===== src/hdl/vrp_pkg.sv =====
`timescale 1ns / 1ps
// ----------------------------------------------------------------------------
// vrp_pkg
// Widths, constants, sine table and helpers for the vertex rotate/project
// pipeline.
// ----------------------------------------------------------------------------
package vrp_pkg;

  localparam int VW  = 10;            // vertex coordinate
  localparam int SW  = 10;            // scale_size
  localparam int AW  = 6;             // angle index
  localparam int TW  = 13;            // shift
  localparam int MW  = VW + SW;       // scaled magnitude
  localparam int CW  = 20;            // signed coordinate in the datapath
  localparam int PW  = CW + 10;       // rotation product / sum
  localparam int DW  = 21;            // signed depth
  localparam int NW  = 28;            // numerator magnitude / quotient
  localparam int OW  = 24;            // screen coordinate
  localparam int ZW  = 15;            // reported depth
  localparam int RW  = 21;            // reciprocal width
  localparam int RS  = 26;            // reciprocal shift

  localparam int SCREEN_WIDTH_DEF  = 1024;
  localparam int SCREEN_HEIGHT_DEF = 768;

  // floor(n/50) == (n * RECIP50) >> RS for n < 2**MW
  localparam logic [RW-1:0] RECIP50 = 21'd1342178;
  localparam logic signed [9:0] PERSP      = 10'sd250;
  localparam logic signed [DW-1:0] DEPTH_BIAS = 21'sd200;
  localparam logic [AW-1:0] QUARTER_TURN = 6'd16;

  localparam logic [2:0] REG_ANGLE_X = 3'd0;
  localparam logic [2:0] REG_ANGLE_Y = 3'd1;
  localparam logic [2:0] REG_ANGLE_Z = 3'd2;
  localparam logic [2:0] REG_SCALE   = 3'd3;
  localparam logic [2:0] REG_SHIFT_X = 3'd4;
  localparam logic [2:0] REG_SHIFT_Y = 3'd5;
  localparam logic [2:0] REG_SHIFT_Z = 3'd6;

  localparam logic signed [8:0] SINE_ROM [64] = '{
    9'sd0, 9'sd12, 9'sd25, 9'sd37, 9'sd49, 9'sd60, 9'sd71, 9'sd81,
    9'sd90, 9'sd99, 9'sd107, 9'sd113, 9'sd118, 9'sd122, 9'sd125, 9'sd127,
    9'sd128, 9'sd127, 9'sd125, 9'sd122, 9'sd118, 9'sd113, 9'sd107, 9'sd99,
    9'sd90, 9'sd81, 9'sd71, 9'sd60, 9'sd49, 9'sd37, 9'sd25, 9'sd12,
    9'sd0, -9'sd12, -9'sd25, -9'sd37, -9'sd49, -9'sd60, -9'sd71, -9'sd81,
    -9'sd90, -9'sd99, -9'sd107, -9'sd113, -9'sd118, -9'sd122, -9'sd125, -9'sd127,
    -9'sd128, -9'sd127, -9'sd125, -9'sd122, -9'sd118, -9'sd113, -9'sd107, -9'sd99,
    -9'sd90, -9'sd81, -9'sd71, -9'sd60, -9'sd49, -9'sd37, -9'sd25, -9'sd12
  };

  typedef struct packed {
    logic [AW-1:0]        angle_x;
    logic [AW-1:0]        angle_y;
    logic [AW-1:0]        angle_z;
    logic [SW-1:0]        scale_size;
    logic signed [TW-1:0] shift_x;
    logic signed [TW-1:0] shift_y;
    logic signed [TW-1:0] shift_z;
  } cfg_t;

  // divide by 128, truncating toward zero
  function automatic logic signed [CW-1:0] div128(input logic signed [PW-1:0] v);
    logic signed [PW-1:0] t;
    t = v[PW-1] ? v + PW'(127) : v;
    return CW'(t >>> 7);
  endfunction

endpackage


===== src/hdl/vrp_divider.sv =====
`timescale 1ns / 1ps
// ----------------------------------------------------------------------------
// vrp_divider
// Pipelined restoring divider, one quotient bit per stage, with sideband.
// ----------------------------------------------------------------------------
module vrp_divider import vrp_pkg::*; #(
  parameter int SBW = 1
) (
  input  logic           clk,
  input  logic           rst,
  input  logic           en,
  input  logic           in_valid,
  input  logic [NW-1:0]  num,
  input  logic [DW-1:0]  den,
  input  logic [SBW-1:0] sb_in,
  output logic           out_valid,
  output logic [NW-1:0]  quo,
  output logic [SBW-1:0] sb_out
);

  logic [NW-1:0]  w  [NW];
  logic [DW-1:0]  r  [NW];
  logic [DW-1:0]  d  [NW];
  logic [SBW-1:0] sb [NW];
  logic [NW-1:0]  v;

  for (genvar i = 0; i < NW; i++) begin : g_stage
    logic [NW-1:0]  w_src;
    logic [DW-1:0]  r_src;
    logic [DW-1:0]  d_src;
    logic [SBW-1:0] sb_src;
    logic           v_src;
    logic [DW:0]    t;
    logic           ge;

    if (i == 0) begin : g_first
      assign w_src  = num;
      assign r_src  = '0;
      assign d_src  = den;
      assign sb_src = sb_in;
      assign v_src  = in_valid;
    end else begin : g_next
      assign w_src  = w[i-1];
      assign r_src  = r[i-1];
      assign d_src  = d[i-1];
      assign sb_src = sb[i-1];
      assign v_src  = v[i-1];
    end

    assign t  = {r_src, w_src[NW-1]};
    assign ge = t >= {1'b0, d_src};

    always_ff @(posedge clk) begin
      if (rst) begin
        v[i] <= 1'b0;
      end else if (en) begin
        v[i] <= v_src;
      end
    end

    always_ff @(posedge clk) begin
      if (en) begin
        r[i]  <= ge ? DW'(t - {1'b0, d_src}) : t[DW-1:0];
        w[i]  <= {w_src[NW-2:0], ge};
        d[i]  <= d_src;
        sb[i] <= sb_src;
      end
    end
  end

  assign out_valid = v[NW-1];
  assign quo       = w[NW-1];
  assign sb_out    = sb[NW-1];

endmodule


===== config.mk =====
export PLATFORM = sky130hd
export DESIGN_NAME = vrp_divider
export DESIGN_NICKNAME = d
export VERILOG_FILES = /design/src/hdl/vrp_pkg.sv /design/src/hdl/vrp_divider.sv
export SDC_FILE = /design/constraint.sdc
export NUM_CORES = 2
export LEC_CHECK = 0
export BUFFER_PORTS_ARGS = -buffer_cell sky130_fd_sc_hd__buf_2
export CAP_MARGIN = 20
export CORE_UTILIZATION = 40
export CTS_BUF_LIST = sky130_fd_sc_hd__clkbuf_4 sky130_fd_sc_hd__clkbuf_8 sky130_fd_sc_hd__clkbuf_16
export DETAILED_ROUTE_END_ITERATION = 8
export PLACE_DENSITY = 0.65
export SKIP_LAST_GASP = 1
export SLEW_MARGIN = 20
export SYNTH_ARGS = -nofsm -noshare
export SYNTH_HDL_FRONTEND = slang
export SYNTH_SLANG_ARGS = --single-unit

===== constraint.sdc =====
create_clock -name clk -period 3.4 [get_ports clk]
set_clock_uncertainty 0.15 [all_clocks]
set_input_delay 0.51 -clock clk [delete_from_list [all_inputs] [get_ports clk]]
set_output_delay 0.51 -clock clk [all_outputs]
set_load 0.05 [all_outputs]

==> flow_summary.json <==
{
  "run_status": "finished, violations left",
  "violations": "setup timing",
  "synth_fp_nets": 7704,
  "regToRegEndpoint": "r[6][11]$_DFFE_PP_",
  "post_synth_instance_area_sq_um": 93100,
  "timing.final.hold_violations": 0,
  "grtUsageTotal_pct": 15.7,
  "clock_power_share_pct": 23.2,
  "cp-start-kind": "flip-flop",
  "final_common_cell": "sky130_fd_sc_hd__edfxtp_1",
  "finalWorstPathRequiredPeriod_ns": 3.50,
  "detail_route.vias_per_cell": 5.14,
  "cts-buffers-inserted": 214,
  "wl_met3_mm": 7.25,
  "synth_area_per_cell_sq_um": 13.2,
  "end_point_of_the_critical_path": "r[6][11]$_DFFE_PP_",
  "reg_to_reg_setup_timing_slack_ns": -0.1,
  "dpl_worst_slack_ns": -0.298,
  "wire_per_inst_microns": 17.3,
  "met2_length_mm": 90.7,
  "clock_sinks": 1974,
  "grt_pass1_wl_mm": 298,
  "share_of_cells_above_drive_strength_1_pct": 17.3,
  "largest_buffer_count_on_any_clock_path": 3,
  "layout.cells.most_common_list": "sky130_fd_sc_hd__edfxtp_1, sky130_fd_sc_hd__inv_1, sky130_fd_sc_hd__ha_1, sky130_fd_sc_hd__a21oi_1, sky130_fd_sc_hd__nand2_1",
  "routed_wirelength_mm": 188,
  "startpoint_of_the_most_critical_register_to_register_path": "w[23][27]$_DFFE_PP_",
  "fin_ws_ns": -0.0995,
  "synth_seq_area_share_pct": 63.4,
  "pwr-share-comb_pct": 40.0,
  "placeable_area_sq_um": 231000,
  "route.detailed.drc": 0,
  "total_power_mw": 99.9,
  "synth-edff-count": 1946,
  "post-route-period-util_pct": 103,
  "power.share.switching_pct": 33.4,
  "final_util_pct": 47.6,
  "placed_cells": 10352,
  "clk_root_buffer_cell": "sky130_fd_sc_hd__clkbuf_16",
  "ys_ff_latch": 1974,
  "overflow_left_after_global_routing": 0,
  "routed-via-count": 55995,
  "static-leakage-power_nw": 43.3,
  "slew_viol_final": 0,
  "timing.critical_path.cells": "inv_2 -> ha_4 -> inv_2 -> fa_2 -> a21o_1 -> a21oi_2 -> o21bai_1 -> a21oi_1 -> buf_4 -> o21ai_4 -> o211ai_1 -> a21oi_2 -> a2111oi_4 -> buf_6 -> clkbuf_16 -> mux2_4",
  "critPathKind": "flip-flop to flip-flop",
  "top_level_ports": 84,
  "number_of_standard_cells_in_the_final_layout_excluding_fillers": 10897,
  "antenna_left": 0,
  "die_h_microns": 484,
  "synth-warning-count": 0,
  "dieArea_sq_um": 235000,
  "ys_async_sr_fraction_pct": 0,
  "num-fill-cells": 19987,
  "power.internal_mw": 66.5,
  "area_growth_syn_to_layout_pct": 17.8,
  "required_time_reported_for_the_critical_path_endpoint_ns": 3.84,
  "launching_instance_or_port_of_the_critical_path": "w[23][27]$_DFFE_PP_",
  "clock_tree.htree_level_count": 4,
  "ir_drop_v": 0.000525,
  "end_kind": "flip-flop",
  "num_rows": 176,
  "wl_met1_mm": 84.7,
  "cts_tree": "yes",
  "pwr_density_cell_nw_per_um2": 911,
  "critical_path.max_stage_delay_ns": 0.37,
  "min-delay-path-class": "primary input to flip-flop",
  "fp.dieW_microns": 484,
  "grt_max_degree": 110,
  "unrepaired_setup_endpoints_after_global_routing": "yes",
  "max_slew_margin_pct": 15.8,
  "timing.critical_path.fanout_max": 5,
  "power.switching_mw": 33.4,
  "critical-path-slowest-cell": "sky130_fd_sc_hd__edfxtp_1",
  "clk_transition_reported_paths_ns": 0.06,
  "route.top_layer_used": "met4",
  "drt_pass1_iterations": 6,
  "worst-slew-pin-transition_ns": 1.26,
  "critPathArrivalTime_ns": 3.94,
  "synthDistinctLibCells": 86,
  "ys.flop_type": "sky130_fd_sc_hd__edfxtp_1",
  "syn_inst": 7055,
  "design.final.nets": 8340,
  "antenna_found_initial": 5,
  "port_buffers": 83,
  "share_seq_of_total_power_pct": 36.8,
  "clock_insertion_delay_worst_skew_ns": 0.85,
  "fmaxAchievable_mhz": 286,
  "max_cap_viol_count": 0,
  "number_of_design_rule_violations_left_by_the_first_detailed_router_iteration": 4354,
  "timing.reg2reg.worst_path_depth": 16,
  "place_congestion": 0.880,
  "tns_ns": -3.51,
  "initial_utilization_pct": 40.4,
  "setup_viol_count_final": 89,
  "first_global_vias": 56094,
  "dpl.hpwl_mm": 131
}
==> routing by layer <==
metal	vias to the layer above	global-route usage (%)
met5	-	0
met4	0	5.38
met2	1083	26.4
met1	27131	20.5
li1	27429	-
met3	352	2.34
==> kinds of logic after synthesis <==
family,count (synthesis),synth area share (%)
and+or+nand+nor,1268,6.38
buffers and inverters,872,3.62
muxes,279,3.31
adders and majority gates,595,8.21
AOI/OAI and AO/OA,1623,10.9
xor gates and xnor gates,444,4.18
DFF,1974,63.4
==> sequential cells by signal (all words and copies together) (netlist names) <==
register       flops
d                567
g_stage.v_src     27
out_valid          1
r                567
sb                28
w                784
==> timing repair <==
item	4_1_cts	5_1_grt
resized for setup	82	246
gates cloned	7	11
hold endpoints to repair	80	0
hold buffers	53	0
buffers inserted	34	47
endpoints found under the setup margin	310	454
pin swaps	30	90
==> critical path, delay by kind of cell (launching register included) <==
family / cells / cell delay [ns]
compound gates: 8 / 1.24
buf+inv: 5 / 0.67
fa+ha+maj: 2 / 0.49
flops: 1 / 0.37
mux: 1 / 0.30
==> how the worst min path moves through the flow <==
stage	start	endpoint	slack (ns)	cells past startpoint
after floorplan	sb[0][0]$_DFFE_PP_	sb[0][1]$_DFFE_PP_	0.25	0
after global placement	w[13][15]$_DFFE_PP_	w[14][16]$_DFFE_PP_	0.25	0
after detailed placement	sb[1][0]$_DFFE_PP_	sb[1][1]$_DFFE_PP_	0.25	0
after CTS	en	d[1][140]$_DFFE_PP_	0.02	1
after global routing	en	d[1][60]$_DFFE_PP_	0.05	1
final	en	d[1][61]$_DFFE_PP_	0.15	1
==> cells in the mapped netlist (17+ instances only) <==
cell                       count  area (sq um)
sky130_fd_sc_hd__o21ai_1      26           130
sky130_fd_sc_hd__a21o_1      231          1730
sky130_fd_sc_hd__a311oi_1     17           149
sky130_fd_sc_hd__o21a_1       63           473
sky130_fd_sc_hd__o31ai_1      21           158
sky130_fd_sc_hd__ha_1        569          7120
sky130_fd_sc_hd__nor2b_1      57           357
sky130_fd_sc_hd__mux2i_1      45           450
sky130_fd_sc_hd__dfxtp_1      28           561
sky130_fd_sc_hd__buf_2        41           205
sky130_fd_sc_hd__o21bai_1     67           503
sky130_fd_sc_hd__inv_1       726          2730
sky130_fd_sc_hd__a21boi_0     17           128
sky130_fd_sc_hd__nand2b_1     36           225
sky130_fd_sc_hd__and3_1       38           238
sky130_fd_sc_hd__xnor2_1     265          2320
sky130_fd_sc_hd__nor4_1       41           257
sky130_fd_sc_hd__nand4_1      88           551
sky130_fd_sc_hd__a21oi_1     532          2660
sky130_fd_sc_hd__nor3_1       65           325
sky130_fd_sc_hd__nor2_1      358          1340
sky130_fd_sc_hd__mux2_2      232          2610
sky130_fd_sc_hd__and2_1       21           131
sky130_fd_sc_hd__or3_1        21           131
sky130_fd_sc_hd__o211ai_1     18           135
sky130_fd_sc_hd__xor2_1      179          1570
sky130_fd_sc_hd__a31oi_1      50           313
sky130_fd_sc_hd__clkbuf_1     92           345
sky130_fd_sc_hd__edfxtp_1   1946         58400
sky130_fd_sc_hd__a211oi_1     40           300
sky130_fd_sc_hd__nand3_1      76           380
sky130_fd_sc_hd__nand2_1     407          1530
sky130_fd_sc_hd__o21ai_0     360          1800
sky130_fd_sc_hd__fa_1         26           521
==> power groups by stage <==
stage               registers [mW]  logic [mW]  clock network [mW]
floorplan                     35.8        27.0                   0
global placement              37.3        35.6                   0
detailed placement            37.2        36.6                   0
CTS                           36.8        37.9                24.0
global route                  37.3        44.1                24.9
finish                        36.8        39.9                23.2
==> per-stage QoR <==
stage / cell area, sq um / hold WS (ns)
3_5_place_dp: 99900 / 0.255
3_3_place_gp: 99900 / 0.251
4_1_cts: 108000 / 0.0187
6_report: 110000 / 0.153
5_1_grt: 110000 / 0.0486
2_1_floorplan: 93100 / 0.250
==> cell type report <==
class | instances | area [sq um] | share of cell area, %
antenna | 2 | 5.00 | 0.00456
clock buffer | 272 | 5870 | 5.35
clock inverter | 122 | 1260 | 1.15
inverter | 726 | 2730 | 2.49
multi-input combinational | 4212 | 32000 | 29.2
sequential | 1974 | 59000 | 53.8
tap | 3026 | 3790 | 3.45
timing repair buffer | 563 | 5070 | 4.62
No activity file was read; power rests on OpenSTA's default activity.
